### src/hw/rtl/pt_pkg.sv
// ----------------------------------------------------------------------------
// pt_pkg
// Shared widths, types and the voltage/temperature breakpoint table.
// ----------------------------------------------------------------------------
package pt_pkg;

  localparam int ADC_W      = 10;   // converter code width
  localparam int REF_W      = 13;   // reference voltage register width (mV)
  localparam int TEMP_OUT_W = 18;   // signed result width (centidegrees)
  localparam int VOLT_W     = 13;   // table voltage width (mV)
  localparam int TEMP_W     = 11;   // table temperature width (whole degrees)
  localparam int SCALED_W   = ADC_W + REF_W;

  localparam int STORED_POINTS = 49;
  localparam int IDX_W         = $clog2(STORED_POINTS);

  localparam int DEF_TABLE_POINTS   = 49;
  localparam int DEF_ADC_FULL_SCALE = 1023;

  localparam logic [REF_W-1:0] REF_RESET = REF_W'(5000);
  localparam logic signed [TEMP_OUT_W-1:0] ERR_CENTI = -TEMP_OUT_W'(100000);

  // rounding works on twice the centidegree scale
  localparam int CENTI_SCALE = 100;
  localparam int ROUND_SCALE = 200;

  localparam logic [VOLT_W-1:0] VOLT_MV [STORED_POINTS] = '{
    13'd0,    13'd1110, 13'd1150, 13'd1200, 13'd1240, 13'd1280, 13'd1320,
    13'd1360, 13'd1400, 13'd1440, 13'd1480, 13'd1520, 13'd1560, 13'd1610,
    13'd1650, 13'd1680, 13'd1720, 13'd1760, 13'd1800, 13'd1840, 13'd1880,
    13'd1920, 13'd1960, 13'd2000, 13'd2040, 13'd2070, 13'd2110, 13'd2150,
    13'd2180, 13'd2220, 13'd2260, 13'd2290, 13'd2330, 13'd2370, 13'd2410,
    13'd2440, 13'd2480, 13'd2510, 13'd2550, 13'd2580, 13'd2620, 13'd2660,
    13'd3000, 13'd3330, 13'd3630, 13'd3930, 13'd4210, 13'd4480, 13'd4730
  };

  localparam logic [TEMP_W-1:0] TEMP_DEG [STORED_POINTS] = '{
    11'd0,    11'd1,    11'd10,   11'd20,   11'd30,   11'd40,   11'd50,
    11'd60,   11'd70,   11'd80,   11'd90,   11'd100,  11'd110,  11'd120,
    11'd130,  11'd140,  11'd150,  11'd160,  11'd170,  11'd180,  11'd190,
    11'd200,  11'd210,  11'd220,  11'd230,  11'd240,  11'd250,  11'd260,
    11'd270,  11'd280,  11'd290,  11'd300,  11'd310,  11'd320,  11'd330,
    11'd340,  11'd350,  11'd360,  11'd370,  11'd380,  11'd390,  11'd400,
    11'd500,  11'd600,  11'd700,  11'd800,  11'd900,  11'd1000, 11'd1100
  };

  typedef struct packed {
    logic [VOLT_W-1:0] volt;
    logic [TEMP_W-1:0] temp;
  } entry_t;

endpackage

### src/hw/rtl/pt_in_if.sv
// ----------------------------------------------------------------------------
// pt_in_if
// Sample channel: one converter code per word.
// ----------------------------------------------------------------------------
interface pt_in_if
  import pt_pkg::*;
();
  logic             valid;
  logic             ready;
  logic [ADC_W-1:0] adc_code;

  modport source (output valid, output adc_code, input ready);
  modport sink   (input valid, input adc_code, output ready);
endinterface

### src/hw/rtl/pt_out_if.sv
// ----------------------------------------------------------------------------
// pt_out_if
// Result channel: temperature and range flag per word.
// ----------------------------------------------------------------------------
interface pt_out_if
  import pt_pkg::*;
();
  logic                         valid;
  logic                         ready;
  logic signed [TEMP_OUT_W-1:0] temp_centi;
  logic                         out_of_range;

  modport source (output valid, output temp_centi, output out_of_range, input ready);
  modport sink   (input valid, input temp_centi, input out_of_range, output ready);
endinterface

### src/hw/rtl/pt_rom.sv
// ----------------------------------------------------------------------------
// pt_rom
// Breakpoint ROM, two synchronous (registered) read ports.
// ----------------------------------------------------------------------------
module pt_rom
  import pt_pkg::*;
(
  input  logic             clk,
  input  logic [IDX_W-1:0] addr_a,
  input  logic [IDX_W-1:0] addr_b,
  output entry_t           rd_a,
  output entry_t           rd_b
);

  always_ff @(posedge clk) begin
    if (int'(addr_a) < STORED_POINTS) begin
      rd_a <= '{volt: VOLT_MV[addr_a], temp: TEMP_DEG[addr_a]};
    end else begin
      rd_a <= '0;
    end
    if (int'(addr_b) < STORED_POINTS) begin
      rd_b <= '{volt: VOLT_MV[addr_b], temp: TEMP_DEG[addr_b]};
    end else begin
      rd_b <= '0;
    end
  end

endmodule

### src/hw/rtl/pt_div.sv
// ----------------------------------------------------------------------------
// pt_div
// Restoring divider, one quotient bit per cycle, MSB first.
// ----------------------------------------------------------------------------
module pt_div
  import pt_pkg::*;
#(
  parameter int DVD_W = 48,
  parameter int DVS_W = 30,
  parameter int QW    = 18
) (
  input  logic             clk,
  input  logic             rst,
  input  logic             start,
  input  logic [DVD_W-1:0] dividend,
  input  logic [DVS_W-1:0] divisor,
  output logic             done,
  output logic [QW-1:0]    quotient
);

  localparam int CNT_W = $clog2(QW + 1);

  logic [DVD_W-1:0] rem;
  logic [DVD_W-1:0] dsh;     // divisor aligned to the current quotient bit
  logic [QW-1:0]    quo;
  logic [CNT_W-1:0] cnt;
  logic             busy;
  logic             dzero;

  always_ff @(posedge clk) begin
    if (rst) begin
      busy <= 1'b0;
      done <= 1'b0;
    end else begin
      done <= 1'b0;
      if (start) begin
        rem   <= dividend;
        dsh   <= DVD_W'(divisor) << (QW - 1);
        quo   <= '0;
        cnt   <= CNT_W'(QW);
        dzero <= (divisor == '0);
        busy  <= 1'b1;
      end else if (busy) begin
        if (rem >= dsh) begin
          rem <= rem - dsh;
          quo <= {quo[QW-2:0], 1'b1};
        end else begin
          quo <= {quo[QW-2:0], 1'b0};
        end
        dsh <= dsh >> 1;
        cnt <= cnt - 1'b1;
        if (cnt == CNT_W'(1)) begin
          busy <= 1'b0;
          done <= 1'b1;
        end
      end
    end
  end

  // zero-width interval reports no slope contribution
  assign quotient = dzero ? '0 : quo;

endmodule

### src/hw/rtl/pt100_piecewise_linear_temp.sv
// ----------------------------------------------------------------------------
// pt100_piecewise_linear_temp
// PT100 amplifier code to temperature by piecewise-linear table lookup.
// ----------------------------------------------------------------------------
//
//  channel   dir  fields                       word
//  sample    in   adc_code[9:0]                one converter code
//  result    out  temp_centi[17:0] (signed),   temperature in 0.01 C,
//                 out_of_range                 -1000.00 when above table
//  cfg       in   cfg_we, cfg_data[12:0]       reference voltage in mV
//
//  One word at a time: an accepted sample is scaled, checked against the top
//  of the table, then walks the table, sets up and divides; out of range goes
//  straight from the check to done. The next word is taken after done.
//  rst is synchronous and clears control state; ref_millivolts resets to 5000.
//  A new sample is taken while the previous result still waits; the finished
//  word is held until the result register is free.
// ----------------------------------------------------------------------------
module pt100_piecewise_linear_temp
  import pt_pkg::*;
#(
  parameter int TABLE_POINTS   = DEF_TABLE_POINTS,
  parameter int ADC_FULL_SCALE = DEF_ADC_FULL_SCALE
) (
  input  logic             clk,
  input  logic             rst,
  pt_in_if.sink            sample,
  pt_out_if.source         result,
  input  logic             cfg_we,
  input  logic [REF_W-1:0] cfg_data
);

  // points actually used and the last usable index
  localparam int USED  = (TABLE_POINTS < STORED_POINTS) ? TABLE_POINTS : STORED_POINTS;
  localparam int LAST  = USED - 1;

  // voltage * full scale, numerator and divider widths
  localparam int FS_W   = $clog2(ADC_FULL_SCALE + 1);
  localparam int VFS_W  = VOLT_W + FS_W;
  localparam int CMP_W  = (SCALED_W > VFS_W) ? SCALED_W : VFS_W;
  localparam int DT_W   = TEMP_W + 8;            // 200 * temperature step
  localparam int DVD_W  = VFS_W + DT_W + 1;      // 200*dt*num + den
  localparam int DVS_W  = VFS_W + 1;             // 2*den
  localparam int QW     = TEMP_W + 7;            // quotient and 100*T base

  localparam logic [VFS_W-1:0] VLAST_FS =
    VFS_W'(VOLT_MV[LAST]) * VFS_W'(ADC_FULL_SCALE);

  typedef enum logic [3:0] {
    IDLE, SCALE, CHECK, SEARCH, SETUP1, SETUP2, SETUP3, START, DIVIDE, DONE
  } state_t;

  state_t state;

  logic [REF_W-1:0]    ref_millivolts;
  logic [ADC_W-1:0]    code;
  logic [SCALED_W-1:0] scaled;          // code * ref = voltage * FS
  logic [IDX_W-1:0]    k;               // ROM address of the upper point
  logic [IDX_W-1:0]    k_d;             // address of the data now on the ROM
  logic                pend;            // ROM data valid for k_d
  entry_t              lo;
  entry_t              hi;
  logic [VFS_W-1:0]    hi_vfs;
  logic [VFS_W-1:0]    den;
  logic [VFS_W-1:0]    num;
  logic [DT_W-1:0]     dt200;
  logic [QW-1:0]       tbase;
  logic [DVD_W-1:0]    dividend;

  logic                         out_valid;
  logic signed [TEMP_OUT_W-1:0] out_temp;
  logic                         out_oor;
  logic signed [TEMP_OUT_W-1:0] res_temp;
  logic                         res_oor;
  logic                         load_out;   // finished word moves to output

  entry_t              rd_a;
  entry_t              rd_b;
  logic [IDX_W-1:0]    addr_a;
  logic [VFS_W-1:0]    vfs_b;
  logic                stop;
  logic                div_start;
  logic                div_done;
  logic [QW-1:0]       quotient;

  // config register
  always_ff @(posedge clk) begin
    if (rst) begin
      ref_millivolts <= REF_RESET;
    end else if (cfg_we) begin
      ref_millivolts <= cfg_data;
    end
  end

  // ROM: port b walks the upper point, port a the point below it
  assign addr_a = k - 1'b1;

  pt_rom u_rom (
    .clk    (clk),
    .addr_a (addr_a),
    .addr_b (k),
    .rd_a   (rd_a),
    .rd_b   (rd_b)
  );

  // first interval whose upper voltage covers the sample
  assign vfs_b = VFS_W'(rd_b.volt) * VFS_W'(ADC_FULL_SCALE);
  assign stop  = (CMP_W'(scaled) <= CMP_W'(vfs_b)) || (k_d >= IDX_W'(LAST));

  assign div_start = (state == START);

  // output register free now or emptied at this edge
  assign load_out = (state == DONE) && (!out_valid || result.ready);

  pt_div #(
    .DVD_W (DVD_W),
    .DVS_W (DVS_W),
    .QW    (QW)
  ) u_div (
    .clk      (clk),
    .rst      (rst),
    .start    (div_start),
    .dividend (dividend),
    .divisor  ({den, 1'b0}),
    .done     (div_done),
    .quotient (quotient)
  );

  always_ff @(posedge clk) begin
    if (rst) begin
      state     <= IDLE;
      pend      <= 1'b0;
      out_valid <= 1'b0;
    end else begin
      if (load_out) begin
        out_valid <= 1'b1;
      end else if (result.valid && result.ready) begin
        out_valid <= 1'b0;
      end
      unique case (state)
        IDLE: begin
          if (sample.valid) begin
            code  <= sample.adc_code;
            state <= SCALE;
          end
        end
        SCALE: begin
          scaled <= SCALED_W'(code) * SCALED_W'(ref_millivolts);
          state  <= CHECK;
        end
        CHECK: begin
          if (CMP_W'(scaled) > CMP_W'(VLAST_FS)) begin
            res_temp <= ERR_CENTI;
            res_oor  <= 1'b1;
            state    <= DONE;
          end else begin
            k     <= IDX_W'(1);
            pend  <= 1'b0;
            state <= SEARCH;
          end
        end
        SEARCH: begin
          // one address issued per cycle; compare lags by the ROM latency
          if (k < IDX_W'(LAST)) begin
            k <= k + 1'b1;
          end
          k_d  <= k;
          pend <= 1'b1;
          if (pend && stop) begin
            lo     <= rd_a;
            hi     <= rd_b;
            hi_vfs <= vfs_b;
            state  <= SETUP1;
          end
        end
        SETUP1: begin
          den   <= VFS_W'(hi.volt - lo.volt) * VFS_W'(ADC_FULL_SCALE);
          dt200 <= DT_W'(hi.temp - lo.temp) * DT_W'(ROUND_SCALE);
          tbase <= QW'(lo.temp) * QW'(CENTI_SCALE);
          state <= SETUP2;
        end
        SETUP2: begin
          // offset from the lower point: scaled - V[lo]*FS
          num   <= VFS_W'(CMP_W'(scaled) - CMP_W'(hi_vfs - den));
          state <= SETUP3;
        end
        SETUP3: begin
          dividend <= DVD_W'(dt200) * DVD_W'(num) + DVD_W'(den);
          state    <= START;
        end
        START: begin
          state <= DIVIDE;
        end
        DIVIDE: begin
          if (div_done) begin
            res_temp <= TEMP_OUT_W'((QW + 1)'(tbase) + (QW + 1)'(quotient));
            res_oor  <= 1'b0;
            state    <= DONE;
          end
        end
        DONE: begin
          if (load_out) begin
            out_temp  <= res_temp;
            out_oor   <= res_oor;
            state     <= IDLE;
          end
        end
        default: begin
          state <= IDLE;
        end
      endcase
    end
  end

  assign sample.ready        = (state == IDLE);
  assign result.valid        = out_valid;
  assign result.temp_centi   = out_temp;
  assign result.out_of_range = out_oor;

endmodule
### src/flat_wrapper.sv
// flat-port wrapper written by rule: the top's interface ports become plain ports
module pt100_piecewise_linear_temp_flat import pt_pkg::*;
#(
  parameter int TABLE_POINTS   = DEF_TABLE_POINTS,
  parameter int ADC_FULL_SCALE = DEF_ADC_FULL_SCALE
)
  (clk, rst, cfg_we, cfg_data, sample_valid, sample_adc_code, sample_ready, result_valid, result_temp_centi, result_out_of_range, result_ready);
  pt_in_if sample_i ();
  pt_out_if result_i ();
  input  logic clk;
  input  logic rst;
  input  logic cfg_we;
  input  logic [REF_W-1:0] cfg_data;
  input wire logic [$bits(sample_i.valid)-1:0] sample_valid;
  input wire logic [$bits(sample_i.adc_code)-1:0] sample_adc_code;
  output wire logic [$bits(sample_i.ready)-1:0] sample_ready;
  output wire logic [$bits(result_i.valid)-1:0] result_valid;
  output wire logic [$bits(result_i.temp_centi)-1:0] result_temp_centi;
  output wire logic [$bits(result_i.out_of_range)-1:0] result_out_of_range;
  input wire logic [$bits(result_i.ready)-1:0] result_ready;
  assign sample_i.valid = sample_valid;
  assign sample_i.adc_code = sample_adc_code;
  assign sample_ready = sample_i.ready;
  assign result_valid = result_i.valid;
  assign result_temp_centi = result_i.temp_centi;
  assign result_out_of_range = result_i.out_of_range;
  assign result_i.ready = result_ready;
  pt100_piecewise_linear_temp #(.TABLE_POINTS(TABLE_POINTS), .ADC_FULL_SCALE(ADC_FULL_SCALE)) u_core (.clk(clk), .rst(rst), .sample(sample_i), .result(result_i), .cfg_we(cfg_we), .cfg_data(cfg_data));
endmodule
### config.mk
export PLATFORM = sky130hd
export DESIGN_NAME = pt100_piecewise_linear_temp_flat
export DESIGN_NICKNAME = d
export VERILOG_FILES = /design/src/hw/rtl/pt_pkg.sv /design/src/hw/rtl/pt_in_if.sv /design/src/hw/rtl/pt_out_if.sv /design/src/hw/rtl/pt_rom.sv /design/src/hw/rtl/pt_div.sv /design/src/hw/rtl/pt100_piecewise_linear_temp.sv /design/src/flat_wrapper.sv
export SDC_FILE = /design/constraint.sdc
export NUM_CORES = 2
export LEC_CHECK = 0
export BUFFER_PORTS_ARGS = -buffer_cell sky130_fd_sc_hd__buf_2
export CORE_AREA = 8 8 341 343
export CTS_CLUSTER_DIAMETER = 30
export DETAILED_ROUTE_END_ITERATION = 16
export DIE_AREA = 0 0 349 351
export HOLD_SLACK_MARGIN = 0.05
export SYNTH_ARGS = -nofsm -noshare
export SYNTH_HDL_FRONTEND = slang
export SYNTH_HIERARCHICAL = 1
export SYNTH_SLANG_ARGS = --single-unit
### constraint.sdc
create_clock -name clk -period 12.31 [get_ports clk]
set_input_delay 1.8465 -clock clk [delete_from_list [all_inputs] [get_ports clk]]
set_output_delay 1.8465 -clock clk [all_outputs]
set_load 0.01 [all_outputs]
==> results.sh <==
export IMPL_status="finished clean"
export IMPL_clock_fmax_mhz=120
export IMPL_synth_area_um2=49500
export IMPL_synthDistinctLibCells=100
export IMPL_post_route_period_util=0.680
export IMPL_postCtsHoldBufs=0
export IMPL_remaining_drc_errors=0
export IMPL_max_slew_margin_rel=0.285
export IMPL_number_of_global_route_vias_before_repair=36400
export IMPL_synth_compound_area_frac=0.107
export IMPL_area_growth_synth_to_final_pct=10.4
export IMPL_detail_route_wirelength_mm=122
export IMPL_timing_critical_path_required_ns=12.72
export IMPL_highest_fanout_seen_on_the_critical_path=23
export IMPL_cap_violations=0
export IMPL_die_w_um=349
export IMPL_wire_length_of_the_first_global_routing_pass_mm=197
export IMPL_clk_root_buffer_cell="sky130_fd_sc_hd__clkbuf_16"
export IMPL_finClkSkew_ns=0.0242
export IMPL_rsz0062_at_grt="false"
export IMPL_end_kind="register"
export IMPL_post_layout_min_period_ns=8.36
export IMPL_post_drt_wl_per_cell_um=18.0
export IMPL_cp_data_arrival_time_ns=8.77
export IMPL_synth_simple_area_share=0.140
export IMPL_drt_pass1_iterations=5
export IMPL_post_cts_resized_instances=0
export IMPL_postPlaceCellArea_um2=51200
export IMPL_yosys_most_used_dff="sky130_fd_sc_hd__edfxtp_1"
export IMPL_whs_endpoint="u_core/lo[16]"
export IMPL_clockBufferDepth=3
export IMPL_placementRows=123
export IMPL_detailed_place_hpwl_mm=96.0
export IMPL_report_final_hold_viol_count=0
export IMPL_layout_cell_area_non_filler_um2=54700
export IMPL_synth_cells=5164
export IMPL_main_combinational_cell_family_by_area_after_synthesis="adder cells"
export IMPL_crit_reg2reg_launch="u_core/dt200[6]"
export IMPL_slowest_stage_delay_cp_ns=0.93
export IMPL_yosys_area_share_xor_xnor=0.0437
export IMPL_post_route_cells_drive_above_1_share=0.0603
export IMPL_portion_of_netlist_area_occupied_by_mux_cells=0.00485
export IMPL_type_of_the_worst_min_delay_path="register to register"
export IMPL_grt_max_degree=90
export IMPL_r2r_slack_ns=3.95
export IMPL_top_level_ports=49
export IMPL_vias_per_cell=5.26
export IMPL_final_number_of_max_transition_violations=0
export IMPL_dp_cells=6564
export IMPL_worst_r2r_path_depth=26
export IMPL_min_path_cells=0
export IMPL_num_fill_cells=10400
export IMPL_dieHeight_um=351
export IMPL_synth_sequential_area_ratio=0.256
export IMPL_report_final_setup_viol=0
export IMPL_cts_clk_slew_worst_paths_ns=0.05
export IMPL_gp_routability_congestion=0.893
export IMPL_initial_core_util=0.445
export IMPL_drt_initial_drc_count=2646
export IMPL_final_std_cells_w_o_fill=6758
export IMPL_synth_ff_latch_count=445
export IMPL_grt_resource_usage_total=0.200
export IMPL_grt_remaining_overflow=0
export IMPL_synth_async_sr_flop_share=0
export IMPL_avgSynthCellArea_um2=9.59
export IMPL_worst_hold_margin_ns=0.393
export IMPL_kind_of_start_point_of_the_critical_path="register"
export IMPL_fp_dieArea_um2=122000
export IMPL_via_count=35500
export IMPL_antenna_found_initial=0
export IMPL_ys_warn_count=6
export IMPL_total_clock_buffers_created_by_cts=102
export IMPL_worst_path_class_setup="register to register"
export IMPL_h_tree_lvls=3
export IMPL_cts_sink_count=445
export IMPL_crit_family="adder cells"
export IMPL_ant_nets=0
export IMPL_cts_tree="yes"
export IMPL_timing_critical_path_buf_inv=3
export IMPL_edff_count_synth=378
export IMPL_rr_endpoint="u_core/dividend[34]"
export IMPL_holdCritStartpoint="u_core/u_rom/rd_a[16]"
export IMPL_critical_path_slowest_cell="sky130_fd_sc_hd__edfxtp_1"
export IMPL_max_slew_worst_pin_slew_ns=1.07
export IMPL_critical_path_top_cell_by_count="sky130_fd_sc_hd__fa_1"
export IMPL_num_nets_final=6276
export IMPL_cts_post_setup_buffers_inserted=0
export IMPL_antenna_diodes=0
export IMPL_coreArea_um2=111000
export IMPL_synthAdderAreaFrac=0.360
export IMPL_port_buffers=48
export IMPL_totalNegativeSetupSlack_ns=0
export IMPL_clk_latency_ns=0.67
-- routing by layer --
metal	up-vias	part of all wire	GRT usage	routed length, um
met5	-	0	0	0
met3	175	0.045	0.0233	5520
met2	877	0.48	0.339	58800
li1	17000	-	-	-
met1	17500	0.45	0.269	54300
met4	0	0.026	0.0564	3190
-- kinds of logic (layout without fill, tap and decap cells) --
logic type | Yosys count | in the layout
flops | 445 | 445
simple gates | 1415 | 1415
mux | 21 | 21
xor+xnor | 246 | 246
buf+inv | 1139 | 1231
fa+ha+maj | 1080 | 1080
other cells | 2 | 4
compound gates | 816 | 816
-- worst max-delay path by stage --
stage	startpoint	to	cells after the start
2_1_floorplan	u_core/u_rom/rd_b[17]	u_core/hi[0]	27
3_3_place_gp	u_core/dt200[9]	u_core/dividend[33]	30
3_5_place_dp	u_core/dt200[6]	u_core/dividend[40]	26
4_1_cts	u_core/dt200[6]	u_core/dividend[40]	26
5_1_grt	u_core/dt200[6]	u_core/dividend[41]	27
6_report	u_core/dt200[6]	u_core/dividend[34]	26
-- through the flow --
stage / util / setup slack [ns]
final: 0.491 / 3.95
after detailed placement: 0.460 / 4.03
after floorplan: - / 0.809
after global routing: 0.491 / 3.52
after CTS: 0.491 / 3.97
after global placement: 0.460 / 4.18
-- worst register-to-register path: cells and delay by family (launching register included) --
family,cells,cell delay (ns)
XOR/XNOR,2,0.17
AND/OR/NAND/NOR,7,1.64
adder cells (fa/ha/maj),8,3.80
buffers and inverters,3,0.17
AO/OA/AOI/OAI,6,1.41
flip-flops,1,0.93
-- flip-flops by register name, summed over array words and instances (netlist names), 18 cells and up --
signal	flops
u_core/dividend	43
u_core/u_div/rem	43
u_core/u_div/dsh	41
u_core/hi	24
u_core/lo	24
u_core/den	23
u_core/num	23
u_core/scaled	23
u_core/u_rom/rd_a	23
u_core/u_rom/rd_b	23
u_core/hi_vfs	22
u_core/res_temp	18
u_core/result.temp_centi	18
u_core/u_div/quo	18
-- Yosys cell counts (15+ instances only) --
cell type / count / area [um2]
sky130_fd_sc_hd__nand2_1: 519 / 1950
sky130_fd_sc_hd__o21a_1: 38 / 285
sky130_fd_sc_hd__mux2i_1: 15 / 150
sky130_fd_sc_hd__nor4_1: 22 / 138
sky130_fd_sc_hd__or3_1: 19 / 119
sky130_fd_sc_hd__dfxtp_1: 67 / 1340
sky130_fd_sc_hd__nand4_1: 32 / 200
sky130_fd_sc_hd__xnor2_1: 176 / 1540
sky130_fd_sc_hd__a21o_1: 67 / 503
sky130_fd_sc_hd__o21bai_1: 42 / 315
sky130_fd_sc_hd__fa_1: 576 / 11500
sky130_fd_sc_hd__edfxtp_1: 378 / 11400
sky130_fd_sc_hd__o21ai_0: 171 / 856
sky130_fd_sc_hd__nor2b_1: 88 / 551
sky130_fd_sc_hd__clkbuf_1: 134 / 503
sky130_fd_sc_hd__ha_1: 504 / 6310
sky130_fd_sc_hd__xor2_1: 69 / 604
sky130_fd_sc_hd__and3_1: 19 / 119
sky130_fd_sc_hd__nand3_1: 48 / 240
sky130_fd_sc_hd__a21boi_0: 17 / 128
sky130_fd_sc_hd__nor2_1: 244 / 916
sky130_fd_sc_hd__nor3_1: 89 / 445
sky130_fd_sc_hd__a31oi_1: 23 / 144
sky130_fd_sc_hd__a211oi_1: 25 / 188
sky130_fd_sc_hd__buf_2: 27 / 135
sky130_fd_sc_hd__and2_1: 217 / 1360
sky130_fd_sc_hd__o211ai_1: 22 / 165
sky130_fd_sc_hd__nand2b_1: 49 / 307
sky130_fd_sc_hd__inv_1: 954 / 3580
sky130_fd_sc_hd__a21oi_1: 234 / 1170
sky130_fd_sc_hd__o31ai_1: 21 / 158
-- layout by cell type, fill, tap and decap left out, types with 38 or more instances in the layout --
cell type	n
sky130_fd_sc_hd__o21ai_0	171
sky130_fd_sc_hd__dfxtp_1	67
sky130_fd_sc_hd__clkbuf_16	103
sky130_fd_sc_hd__o21bai_1	42
sky130_fd_sc_hd__nor2_1	241
sky130_fd_sc_hd__nor2b_1	88
sky130_fd_sc_hd__fa_1	576
sky130_fd_sc_hd__edfxtp_1	378
sky130_fd_sc_hd__xor2_1	66
sky130_fd_sc_hd__nand2_1	519
sky130_fd_sc_hd__inv_1	954
sky130_fd_sc_hd__o21a_1	38
sky130_fd_sc_hd__a21o_1	67
sky130_fd_sc_hd__xnor2_1	175
sky130_fd_sc_hd__nor3_1	87
sky130_fd_sc_hd__a21oi_1	233
sky130_fd_sc_hd__buf_2	48
sky130_fd_sc_hd__nand2b_1	49
sky130_fd_sc_hd__and2_1	217
sky130_fd_sc_hd__nand3_1	48
sky130_fd_sc_hd__ha_1	504
-- final cells by class --
| cell class | instances | area (um2) | share of cell area |
|---|---|---|---|
| multi-input cells | 3582 | 32600 | 0.596 |
| flip-flops and latches | 445 | 12700 | 0.232 |
| inverters | 956 | 3590 | 0.0656 |
| clock buffers | 118 | 2670 | 0.0489 |
| well taps | 1500 | 1880 | 0.0343 |
| clock inverters | 76 | 783 | 0.0143 |
| repair buffers | 81 | 488 | 0.00893 |
Power is not shown: default switching activity piles up to over one toggle a cycle in this logic, so the estimate is an artifact.
